$ cat config.mk
export PLATFORM = sky130hd
export DESIGN_NAME = adaptive_step_detector_cadence
export DESIGN_NICKNAME = d
export VERILOG_FILES = /design/src/rtl/core/asdc_pkg.sv /design/src/rtl/core/adaptive_step_detector_cadence.sv /design/src/rtl/core/asdc_ctrl.sv /design/src/rtl/core/asdc_dp.sv
export SDC_FILE = /design/constraint.sdc
export NUM_CORES = 2
export LEC_CHECK = 0
export BUFFER_PORTS_ARGS = -buffer_cell sky130_fd_sc_hd__buf_2
export CAP_MARGIN = 0
export CORE_ASPECT_RATIO = 0.75
export CORE_MARGIN = 5
export CORE_UTILIZATION = 45
export CTS_CLUSTER_SIZE = 14
export DETAILED_ROUTE_END_ITERATION = 10
export GPL_TIMING_DRIVEN = 0
export PLACE_DENSITY = 0.57
export SLEW_MARGIN = 20
export SYNTH_ARGS = -nofsm -noshare
export SYNTH_HDL_FRONTEND = slang
export SYNTH_HIERARCHICAL = 1
export SYNTH_SLANG_ARGS = --single-unit
$ cat constraint.sdc
create_clock -name clk -period 12.4 [get_ports clk]
set_input_delay 3.72 -clock clk [delete_from_list [all_inputs] [get_ports clk]]
set_output_delay 3.72 -clock clk [all_outputs]
set_load 0.01 [all_outputs]
$ cat src/rtl/core/asdc_pkg.sv
package asdc_pkg;

	// Register map
	localparam int CFG_IDX_W  = 2;
	localparam int CFG_DATA_W = 16;
	localparam logic [CFG_IDX_W-1:0] REG_GRAVITY = 2'd0;
	localparam logic [CFG_IDX_W-1:0] REG_GAP     = 2'd1;
	localparam logic [CFG_IDX_W-1:0] REG_TIMEOUT = 2'd2;

	localparam logic [15:0] GRAVITY_RST = 16'd2510;
	localparam logic [15:0] GAP_RST     = 16'd280;
	localparam logic [15:0] TIMEOUT_RST = 16'd3000;

	// Fixed-point constants
	localparam logic [15:0] NOISE_KEEP = 16'd64225;
	localparam logic [10:0] NOISE_TAKE = 11'd1311;
	localparam logic [15:0] NOISE_GATE = 16'd640;
	localparam logic [18:0] THR_BASE   = 19'd230;
	localparam logic [8:0]  THR_GAIN   = 9'd461;
	localparam logic [9:0]  THR_MIN    = 10'd256;
	localparam logic [9:0]  THR_MAX    = 10'd563;
	localparam logic [14:0] REL_GAIN   = 15'd27525;
	localparam logic [15:0] ROUND_HALF = 16'd32768;
	localparam int unsigned CAD_SCALE  = 960000;

	typedef enum logic [10:0] {
		ST_IDLE   = 11'b000_0000_0001,
		ST_NMUL   = 11'b000_0000_0010,
		ST_NADD   = 11'b000_0000_0100,
		ST_TMUL   = 11'b000_0000_1000,
		ST_TCLAMP = 11'b000_0001_0000,
		ST_RMUL   = 11'b000_0010_0000,
		ST_DECIDE = 11'b000_0100_0000,
		ST_SPAN   = 11'b000_1000_0000,
		ST_DIV    = 11'b001_0000_0000,
		ST_CADWR  = 11'b010_0000_0000,
		ST_DONE   = 11'b100_0000_0000
	} state_t;

	typedef struct packed {
		logic load;
		logic noise_mul;
		logic noise_upd;
		logic thr_mul;
		logic thr_clamp;
		logic rel_mul;
		logic decide;
		logic span;
		logic div_step;
		logic cad_write;
		logic out_load;
	} cmd_t;

	typedef struct packed {
		logic fire;
		logic fill_ok;
		logic span_nz;
		logic div_last;
	} status_t;

endpackage

$ cat src/rtl/core/adaptive_step_detector_cadence.sv
// Step detector with an adaptive threshold and a cadence estimate.
// Sample channel: accel_magnitude (Q8.8), now_ms and active, moved by
// sample_valid / sample_stall. Result channel: step_detected, step_total,
// cadence (1/16 spm) and trigger_level (Q8.8), moved by result_valid /
// result_stall. One result word leaves for every sample word taken.
// Configuration: cfg_we writes cfg_data into register cfg_index
// (0 gravity_level, 1 min_step_gap_ms, 2 cadence_timeout_ms); other
// indexes are dropped. Write only while the block is idle.
// A word that counts a step with two or more ring entries and a nonzero
// span also runs the bit-serial cadence divider over the DW-bit dividend,
// where DW is clog2(960000*(RING_DEPTH-1)+1) (23 at depth 8), and then
// writes cadence; any other word skips the divider.
// One word is worked at a time; sample_stall is high until the result is
// placed in the output register, so a new word can enter while the last
// result still waits. A stalled result holds, and the block then waits with
// the next result until the output register frees.
// Reset loads the register defaults, clears counters, noise and cadence,
// and leaves no result pending.
module adaptive_step_detector_cadence import asdc_pkg::*; #(
	parameter int RING_DEPTH = 8
) (
	input  logic                  clk,
	input  logic                  arst_n,
	input  logic                  cfg_we,
	input  logic [CFG_IDX_W-1:0]  cfg_index,
	input  logic [CFG_DATA_W-1:0] cfg_data,
	input  logic                  sample_valid,
	output logic                  sample_stall,
	input  logic [15:0]           accel_magnitude,
	input  logic [31:0]           now_ms,
	input  logic                  active,
	output logic                  result_valid,
	input  logic                  result_stall,
	output logic                  step_detected,
	output logic [31:0]           step_total,
	output logic [15:0]           cadence,
	output logic [9:0]            trigger_level
);

	cmd_t    cmd;
	status_t stat;

	// sequencer: one state per arithmetic step, then the divider loop
	asdc_ctrl u_ctrl (
		.clk          (clk),
		.arst_n       (arst_n),
		.sample_valid (sample_valid),
		.sample_stall (sample_stall),
		.result_valid (result_valid),
		.result_stall (result_stall),
		.stat         (stat),
		.cmd          (cmd)
	);

	// noise filter, threshold, detector state, step ring and divider
	asdc_dp #(
		.RING_DEPTH (RING_DEPTH)
	) u_dp (
		.clk             (clk),
		.arst_n          (arst_n),
		.cfg_we          (cfg_we),
		.cfg_index       (cfg_index),
		.cfg_data        (cfg_data),
		.accel_magnitude (accel_magnitude),
		.now_ms          (now_ms),
		.active          (active),
		.cmd             (cmd),
		.stat            (stat),
		.step_detected   (step_detected),
		.step_total      (step_total),
		.cadence         (cadence),
		.trigger_level   (trigger_level)
	);

endmodule

$ cat src/rtl/core/asdc_ctrl.sv
module asdc_ctrl import asdc_pkg::*; (
	input  logic    clk,
	input  logic    arst_n,
	input  logic    sample_valid,
	output logic    sample_stall,
	output logic    result_valid,
	input  logic    result_stall,
	input  status_t stat,
	output cmd_t    cmd
);

	state_t state_q, state_d;
	logic   out_valid_q;
	logic   out_room;

	assign out_room     = !out_valid_q || !result_stall;
	assign sample_stall = (state_q != ST_IDLE);
	assign result_valid = out_valid_q;

	always_comb begin
		state_d = state_q;
		cmd     = '0;
		unique case (state_q)
			ST_IDLE: begin
				if (sample_valid) begin
					cmd.load = 1'b1;
					state_d  = ST_NMUL;
				end
			end
			ST_NMUL: begin
				cmd.noise_mul = 1'b1;
				state_d       = ST_NADD;
			end
			ST_NADD: begin
				cmd.noise_upd = 1'b1;
				state_d       = ST_TMUL;
			end
			ST_TMUL: begin
				cmd.thr_mul = 1'b1;
				state_d     = ST_TCLAMP;
			end
			ST_TCLAMP: begin
				cmd.thr_clamp = 1'b1;
				state_d       = ST_RMUL;
			end
			ST_RMUL: begin
				cmd.rel_mul = 1'b1;
				state_d     = ST_DECIDE;
			end
			ST_DECIDE: begin
				cmd.decide = 1'b1;
				state_d    = ST_SPAN;
			end
			ST_SPAN: begin
				cmd.span = 1'b1;
				// divide only when a step landed with two or more ring entries and a nonzero span
				if (stat.fire && stat.fill_ok && stat.span_nz) begin
					state_d = ST_DIV;
				end else begin
					state_d = ST_DONE;
				end
			end
			ST_DIV: begin
				cmd.div_step = 1'b1;
				if (stat.div_last) begin
					state_d = ST_CADWR;
				end
			end
			ST_CADWR: begin
				cmd.cad_write = 1'b1;
				state_d       = ST_DONE;
			end
			ST_DONE: begin
				if (out_room) begin
					cmd.out_load = 1'b1;
					state_d      = ST_IDLE;
				end
			end
			default: begin
				state_d = ST_IDLE;
			end
		endcase
	end

	always_ff @(posedge clk or negedge arst_n) begin
		if (!arst_n) begin
			state_q     <= ST_IDLE;
			out_valid_q <= 1'b0;
		end else begin
			state_q <= state_d;
			if (cmd.out_load) begin
				out_valid_q <= 1'b1;
			end else if (!result_stall) begin
				out_valid_q <= 1'b0;
			end
		end
	end

endmodule

$ cat src/rtl/core/asdc_dp.sv
module asdc_dp import asdc_pkg::*; #(
	parameter int RING_DEPTH = 8
) (
	input  logic                  clk,
	input  logic                  arst_n,
	input  logic                  cfg_we,
	input  logic [CFG_IDX_W-1:0]  cfg_index,
	input  logic [CFG_DATA_W-1:0] cfg_data,
	input  logic [15:0]           accel_magnitude,
	input  logic [31:0]           now_ms,
	input  logic                  active,
	input  cmd_t                  cmd,
	output status_t               stat,
	output logic                  step_detected,
	output logic [31:0]           step_total,
	output logic [15:0]           cadence,
	output logic [9:0]            trigger_level
);

	localparam int HW = (RING_DEPTH > 1) ? $clog2(RING_DEPTH) : 1;
	localparam int FW = $clog2(RING_DEPTH + 1);
	localparam int OW = FW + 1;
	localparam int unsigned DVD_MAX = CAD_SCALE * (RING_DEPTH - 1);
	localparam int DW = $clog2(DVD_MAX + 1);
	localparam int CW = $clog2(DW);

	// configuration
	logic [15:0] gravity_q, gap_q, timeout_q;

	// detector state
	logic [23:0]   noise_q;
	logic          high_q;
	logic [31:0]   counter_q;
	logic [31:0]   last_q;
	logic [HW-1:0] head_q;
	logic [FW-1:0] fill_q;
	logic [15:0]   cadence_q;

	// per-word working registers
	logic [15:0]   sig_q;
	logic [31:0]   now_q;
	logic          active_q;
	logic [39:0]   keep_prod_q;
	logic [28:0]   take_prod_q;
	logic [32:0]   thr_prod_q;
	logic [9:0]    thr_q;
	logic [9:0]    rel_q;
	logic          fire_q;
	logic [DW-1:0] dvd_q;
	logic [31:0]   ring_rd_q;
	logic [31:0]   span_q;
	logic [31:0]   rem_q;
	logic [DW-1:0] quo_q;
	logic [CW-1:0] cnt_q;

	logic [31:0] ring_mem [RING_DEPTH];

	logic [15:0]   sig_in;
	logic [40:0]   noise_sum;
	logic [33:0]   thr_sum;
	logic [18:0]   thr_raw;
	logic [9:0]    thr_next;
	logic [25:0]   rel_sum;
	logic [31:0]   elapsed;
	logic          fire, release_hit;
	logic [HW-1:0] head_new;
	logic [FW-1:0] fill_new;
	logic [OW-1:0] oldest_sum;
	logic [HW-1:0] oldest;
	logic [32:0]   trial;
	logic          trial_ge;
	logic [15:0]   cad_sat;

	assign sig_in = (accel_magnitude >= gravity_q) ? accel_magnitude - gravity_q
	                                               : gravity_q - accel_magnitude;

	assign noise_sum = {1'b0, keep_prod_q} + 41'(take_prod_q) + 41'(ROUND_HALF);

	assign thr_sum = {1'b0, thr_prod_q} + 34'(ROUND_HALF);
	assign thr_raw = 19'(thr_sum[33:16]) + THR_BASE;

	always_comb begin
		if (thr_raw < 19'(THR_MIN)) begin
			thr_next = THR_MIN;
		end else if (thr_raw > 19'(THR_MAX)) begin
			thr_next = THR_MAX;
		end else begin
			thr_next = thr_raw[9:0];
		end
	end

	assign rel_sum = 26'(thr_q) * 26'(REL_GAIN) + 26'(ROUND_HALF);

	assign elapsed     = now_q - last_q;
	assign fire        = active_q && !high_q && (sig_q > 16'(thr_q)) && (elapsed >= 32'(gap_q));
	assign release_hit = active_q && high_q && (sig_q < 16'(rel_q));

	// ring pointers as they stand after this step is stored
	assign head_new = (head_q == HW'(RING_DEPTH - 1)) ? '0 : head_q + 1'b1;
	assign fill_new = (fill_q == FW'(RING_DEPTH)) ? fill_q : fill_q + 1'b1;
	assign oldest_sum = OW'(head_new) + OW'(RING_DEPTH) - OW'(fill_new);
	assign oldest = (oldest_sum >= OW'(RING_DEPTH)) ? HW'(oldest_sum - OW'(RING_DEPTH))
	                                                 : HW'(oldest_sum);

	assign trial    = {rem_q, quo_q[DW-1]};
	assign trial_ge = (trial >= {1'b0, span_q});

	assign cad_sat = (|quo_q[DW-1:16]) ? 16'hFFFF : quo_q[15:0];

	assign stat.fire     = fire_q;
	assign stat.fill_ok  = (fill_q >= FW'(2));
	assign stat.span_nz  = ((now_q - ring_rd_q) != 32'd0);
	assign stat.div_last = (cnt_q == '0);

	always_ff @(posedge clk or negedge arst_n) begin
		if (!arst_n) begin
			gravity_q <= GRAVITY_RST;
			gap_q     <= GAP_RST;
			timeout_q <= TIMEOUT_RST;
			noise_q   <= '0;
			high_q    <= 1'b0;
			counter_q <= '0;
			last_q    <= '0;
			head_q    <= '0;
			fill_q    <= '0;
			cadence_q <= '0;
		end else begin
			if (cfg_we) begin
				unique case (cfg_index)
					REG_GRAVITY: gravity_q <= cfg_data;
					REG_GAP:     gap_q     <= cfg_data;
					REG_TIMEOUT: timeout_q <= cfg_data;
					default: ;
				endcase
			end
			if (cmd.noise_upd && active_q && !high_q && (sig_q < NOISE_GATE)) begin
				noise_q <= noise_sum[39:16];
			end
			if (cmd.decide) begin
				if (fire) begin
					high_q    <= 1'b1;
					counter_q <= counter_q + 32'd1;
					last_q    <= now_q;
					head_q    <= head_new;
					fill_q    <= fill_new;
				end else begin
					if (release_hit) begin
						high_q <= 1'b0;
					end
					if (active_q && (elapsed > 32'(timeout_q))) begin
						cadence_q <= '0;
					end
				end
			end
			if (cmd.cad_write) begin
				cadence_q <= cad_sat;
			end
		end
	end

	always_ff @(posedge clk) begin
		if (cmd.load) begin
			sig_q    <= sig_in;
			now_q    <= now_ms;
			active_q <= active;
		end
		if (cmd.noise_mul) begin
			keep_prod_q <= 40'(noise_q) * 40'(NOISE_KEEP);
			take_prod_q <= 29'({sig_q[9:0], 8'd0}) * 29'(NOISE_TAKE);
		end
		if (cmd.thr_mul) begin
			thr_prod_q <= 33'(noise_q) * 33'(THR_GAIN);
		end
		if (cmd.thr_clamp) begin
			thr_q <= thr_next;
		end
		if (cmd.rel_mul) begin
			rel_q <= rel_sum[25:16];
		end
		if (cmd.decide) begin
			fire_q <= fire;
			dvd_q  <= DW'(CAD_SCALE) * DW'(fill_new - 1'b1);
		end
		if (cmd.span) begin
			span_q <= now_q - ring_rd_q;
			rem_q  <= '0;
			quo_q  <= dvd_q;
			cnt_q  <= CW'(DW - 1);
		end
		if (cmd.div_step) begin
			rem_q <= trial_ge ? 32'(trial - {1'b0, span_q}) : trial[31:0];
			quo_q <= {quo_q[DW-2:0], trial_ge};
			cnt_q <= cnt_q - 1'b1;
		end
		if (cmd.out_load) begin
			step_detected <= fire_q;
			step_total    <= counter_q;
			cadence       <= cadence_q;
			trigger_level <= thr_q;
		end
	end

	// step time ring: write the new step, read the oldest kept time
	always_ff @(posedge clk) begin
		if (cmd.decide) begin
			if (fire) begin
				ring_mem[head_q] <= now_q;
			end
			ring_rd_q <= ring_mem[oldest];
		end
	end

endmodule

==> impl_results.md <==
* Status: completed
* Power Density at 170 nW/µm²
* Total number of vias at approximately 34k
* Die W at 409 µm
* Worst Tran Pin Value at 1.03 ns
* Worst R2R Setup Slack at roughly 4.7 ns
* Clock insertion delay at the later pin of the skew report at about 0.67 ns
* Endpoints failing setup at 0
* Max_cap viols at 0
* Initial antenna violation count at 10
* HP Class: flop to flop
* Kind of critical path: flop to flop
* # rows at approximately 110
* Hold_buf cts at 0
* Nets at about 5.8k
* Final worst path period need at roughly 7.7 ns
* M1 GR Usage at between 30% and 40%
* CP Capture Type: flop
* Post-synth EDFFs at just under 600
* Synth async-reset ratio at between 20 and 25%
* CP Buf/Inv Count at 9
* Post-route DRC at 0
* Worst setup SP type: flop
* CTS resizes at 0
* GRT Util Overall at 19.6%
* Die Y at between 300 and 400 µm
* Total routed wirelength at roughly 120 mm
* Starting Density at 45.4%
* Crit path max-delay family: buffers and inverters
* Die Area at about 130000 µm²
* VDD IR max at approximately 0.33 mV
* Met2 Track Usage GR at a little over a quarter
* Core Region at about 120000 µm²
* Gr busiest metal: met1
* P&R area growth vs syn at 10.9%
* H-Tree Level Count at 3
* Largest net degree at the start of global routing at 73
* Total Power at slightly above 10 mW
* Fin. max-slew vios at 0
* Max Freq at 130 MHz
* Clock Sinks at about 770
* Synth Flop Type: edfxtp_1
* Arr. time, crit path at roughly 8.1 ns
* Static Leak at between 20 and 30 nW
* WP data required at 12.76 ns
* Commonest non-fill, non-tap cells in the layout: inv_1, ha_1, edfxtp_1
* Inserted Clock Buffers at 80
* Final Cell Area at 59600 µm²
* Final hold violations at 0
* Gpl congestion at 0.838
* First-pass GRT wire length at approximately 200 mm
* Cell Area, Placed at ~57000 µm²
* Crit-path cells: inv_1 > ha_1 > inv_1 > fa_1 > a211oi_1 > o211ai_1 > nor3b_2 > o21ai_0 > nand2_1 > a31oi_1 > xnor2_1 > nor4_1 > and3_1 > buf_2 > nor3b_2 > buf_2 > buf_2 > nor4b_2 > buf_4 > buf_2 > buf_2 > buf_2
* Dpl hpwl at 94.8 mm
* WL/cell at 19.2 µm
* Post-CTS Setup Repair Bufs at 0
* Vias in the first global route at about 34k
* Register bit total from synthesis at 766
* Seq/Total Area, Yosys at about two fifths
* CTS Buffer Depth at 3
* Worst Skew at around 0.027 ns
* RSZ-0062 raised after global routing: no
* Most common cell on crit path: buf_2
* Clock root cell: clkbuf_16
* Synth cell types at approximately 100
* Post-DRT Antenna Nets at 0
* I/O Buffers at approximately 130
* Layout cells sized above 1 at about an eighth
* Syn avg cell area at 11.9 µm²
* Vias/cell at ~5.3
* Most common cell after layout, fill and taps aside: inv_1
* IO Pins at 133
* Min Hold Slack at between 0.4 and 0.5 ns
* Ys Warns at 6
* 1st-iter DRT viols at between 2k and 2.5k
* Worst-path clk slew at ~0.06 ns
* Synth Instances at about 4.5k
* Maximum fanout along the worst path at 10
* Syn nets at 5537
* Slowest cell delay on critical path at slightly below 0.7 ns
* Slowest CP cell: nor4b_2
* Rel. slew slack at 30.7%
* GR Util met3 at under 10%
* Syn Std Cell Area at approximately 54000 µm²
* Overflow after GRT at 0
* Tcrit/Tclk final at between 60 and 70%
* CTS tree: done
* Pre-antenna DRT Iters at 6
## per-layer routing
layer / wire length (µm) / part of all wire [%] / vias to the layer above
met5: 34 / 0.028 / -
met4: 1650 / 1.3 / 4
met3: 6960 / 5.7 / 116
met2: 48800 / 40 / 753
met1: 65200 / 53 / 16666
li1: - / - / 16493
## registers in the layout (all words and copies together) (netlist names), 16 cells and up
name,flops
u_dp/cadence,16
u_dp/cadence_q,16
u_dp/counter_q,32
u_dp/gap_q,16
u_dp/gravity_q,16
u_dp/keep_prod_q,32
u_dp/last_q,32
u_dp/noise_q,24
u_dp/now_q,32
u_dp/quo_q,23
u_dp/rem_q,32
u_dp/ring_mem,256
u_dp/ring_rd_q,32
u_dp/sig_q,16
u_dp/span_q,32
u_dp/step_total,32
u_dp/take_prod_q,21
u_dp/thr_prod_q,18
u_dp/timeout_q,16
## final cells by class
| class | count | area (µm²) |
|---|---|---|
| diodes | 1 | 2.50 |
| repair buffers | 167 | 1140 |
| well taps | 1554 | 1940 |
| fillers | 10443 | 58700 |
| multi-input cells | 2955 | 28700 |
| plain buffers | 88 | 347 |
| flip-flops and latches | 766 | 22200 |
| inverters | 706 | 2650 |
| clock inverters | 33 | 405 |
| clock buffers | 114 | 2280 |
## final timing paths
path / from / to / depth (start not counted)
setup reg to reg: u_dp/now_q[0] / u_dp/ring_mem[1][8] / 22
hold / removal: u_dp/cadence_q[10] / u_dp/cadence[10] / 0
setup / recovery: u_dp/now_q[0] / u_dp/ring_mem[1][8] / 22
hold reg to reg: u_dp/cadence_q[10] / u_dp/cadence[10] / 0
min in group asynchronous: arst_n / u_dp/last_q[28] / 1
max in group asynchronous: arst_n / u_ctrl/state_q[0] / 3
## metrics by stage
| stage | cells | utilization (%) | setup WS, ns | TNS [ns] |
|---|---|---|---|---|
| finish | 6384 | 50.4 | 4.69 | 0 |
| global route | 6383 | 50.4 | 4.27 | 0 |
| CTS | 6383 | 50.4 | 4.72 | 0 |
| detailed placement | 6236 | 48.1 | 4.72 | 0 |
| global placement | 6201 | 47.6 | -1.51 | -65.86 |
| floorplan | 4515 | - | 4.76 | 0 |
## cells in the mapped netlist (23+ instances only)
| cell | n | share of area [%] |
|---|---|---|
| a211oi_1 | 25 | 0.35 |
| a21o_1 | 99 | 1.4 |
| a21oi_1 | 191 | 1.8 |
| a31oi_1 | 31 | 0.36 |
| and2_1 | 35 | 0.41 |
| and3_1 | 33 | 0.38 |
| clkbuf_1 | 73 | 0.51 |
| dfrtp_1 | 154 | 7.2 |
| edfxtp_1 | 594 | 33 |
| fa_1 | 304 | 11 |
| ha_1 | 646 | 15 |
| inv_1 | 705 | 4.9 |
| mux2_2 | 121 | 2.5 |
| mux2i_1 | 30 | 0.56 |
| mux4_2 | 64 | 2.7 |
| nand2_1 | 169 | 1.2 |
| nand2b_1 | 29 | 0.34 |
| nand3_1 | 67 | 0.62 |
| nand4_1 | 38 | 0.44 |
| nor2_1 | 198 | 1.4 |
| nor2b_1 | 44 | 0.51 |
| nor3_1 | 79 | 0.74 |
| nor4_1 | 25 | 0.29 |
| o211ai_1 | 23 | 0.32 |
| o21a_1 | 42 | 0.59 |
| o21ai_0 | 120 | 1.1 |
| o21bai_1 | 28 | 0.39 |
| xnor2_1 | 151 | 2.5 |
| xor2_1 | 99 | 1.6 |
## worst reg2reg max path, stage by stage, from the launching register on
cell	delay (ns)
edfxtp_1	0.61
inv_1	0.26
ha_1	0.22
inv_1	0.06
fa_1	0.42
a211oi_1	0.35
o211ai_1	0.22
nor3b_2	0.25
o21ai_0	0.59
nand2_1	0.21
a31oi_1	0.23
xnor2_1	0.15
nor4_1	0.10
and3_1	0.29
buf_2	0.27
nor3b_2	0.58
buf_2	0.48
buf_2	0.43
nor4b_2	0.70
buf_4	0.28
buf_2	0.22
buf_2	0.25
buf_2	0.23
## kinds of logic (layout without fill, tap and decap cells)
logic type | count (synthesis) | after routing | share of synthesized area, %
adders and majority gates | 950 | 950 | 26.4
and+or+nand+nor | 827 | 827 | 8.00
buffers and inverters | 794 | 1108 | 5.58
DFF | 766 | 766 | 41.3
AOI/OAI and AO/OA | 712 | 712 | 8.91
xor gates and xnor gates | 250 | 250 | 4.08
muxes | 216 | 216 | 5.80
other | 0 | 1 | 0
## report_power, final
part           leakage (nW)  internal (mW)  switching (mW)
Combinational          17.7           1.90            2.37
Clock                  1.29           1.44            1.03
Sequential             7.76           3.20           0.209
Note: power is estimated with default switching activity, not from simulation.
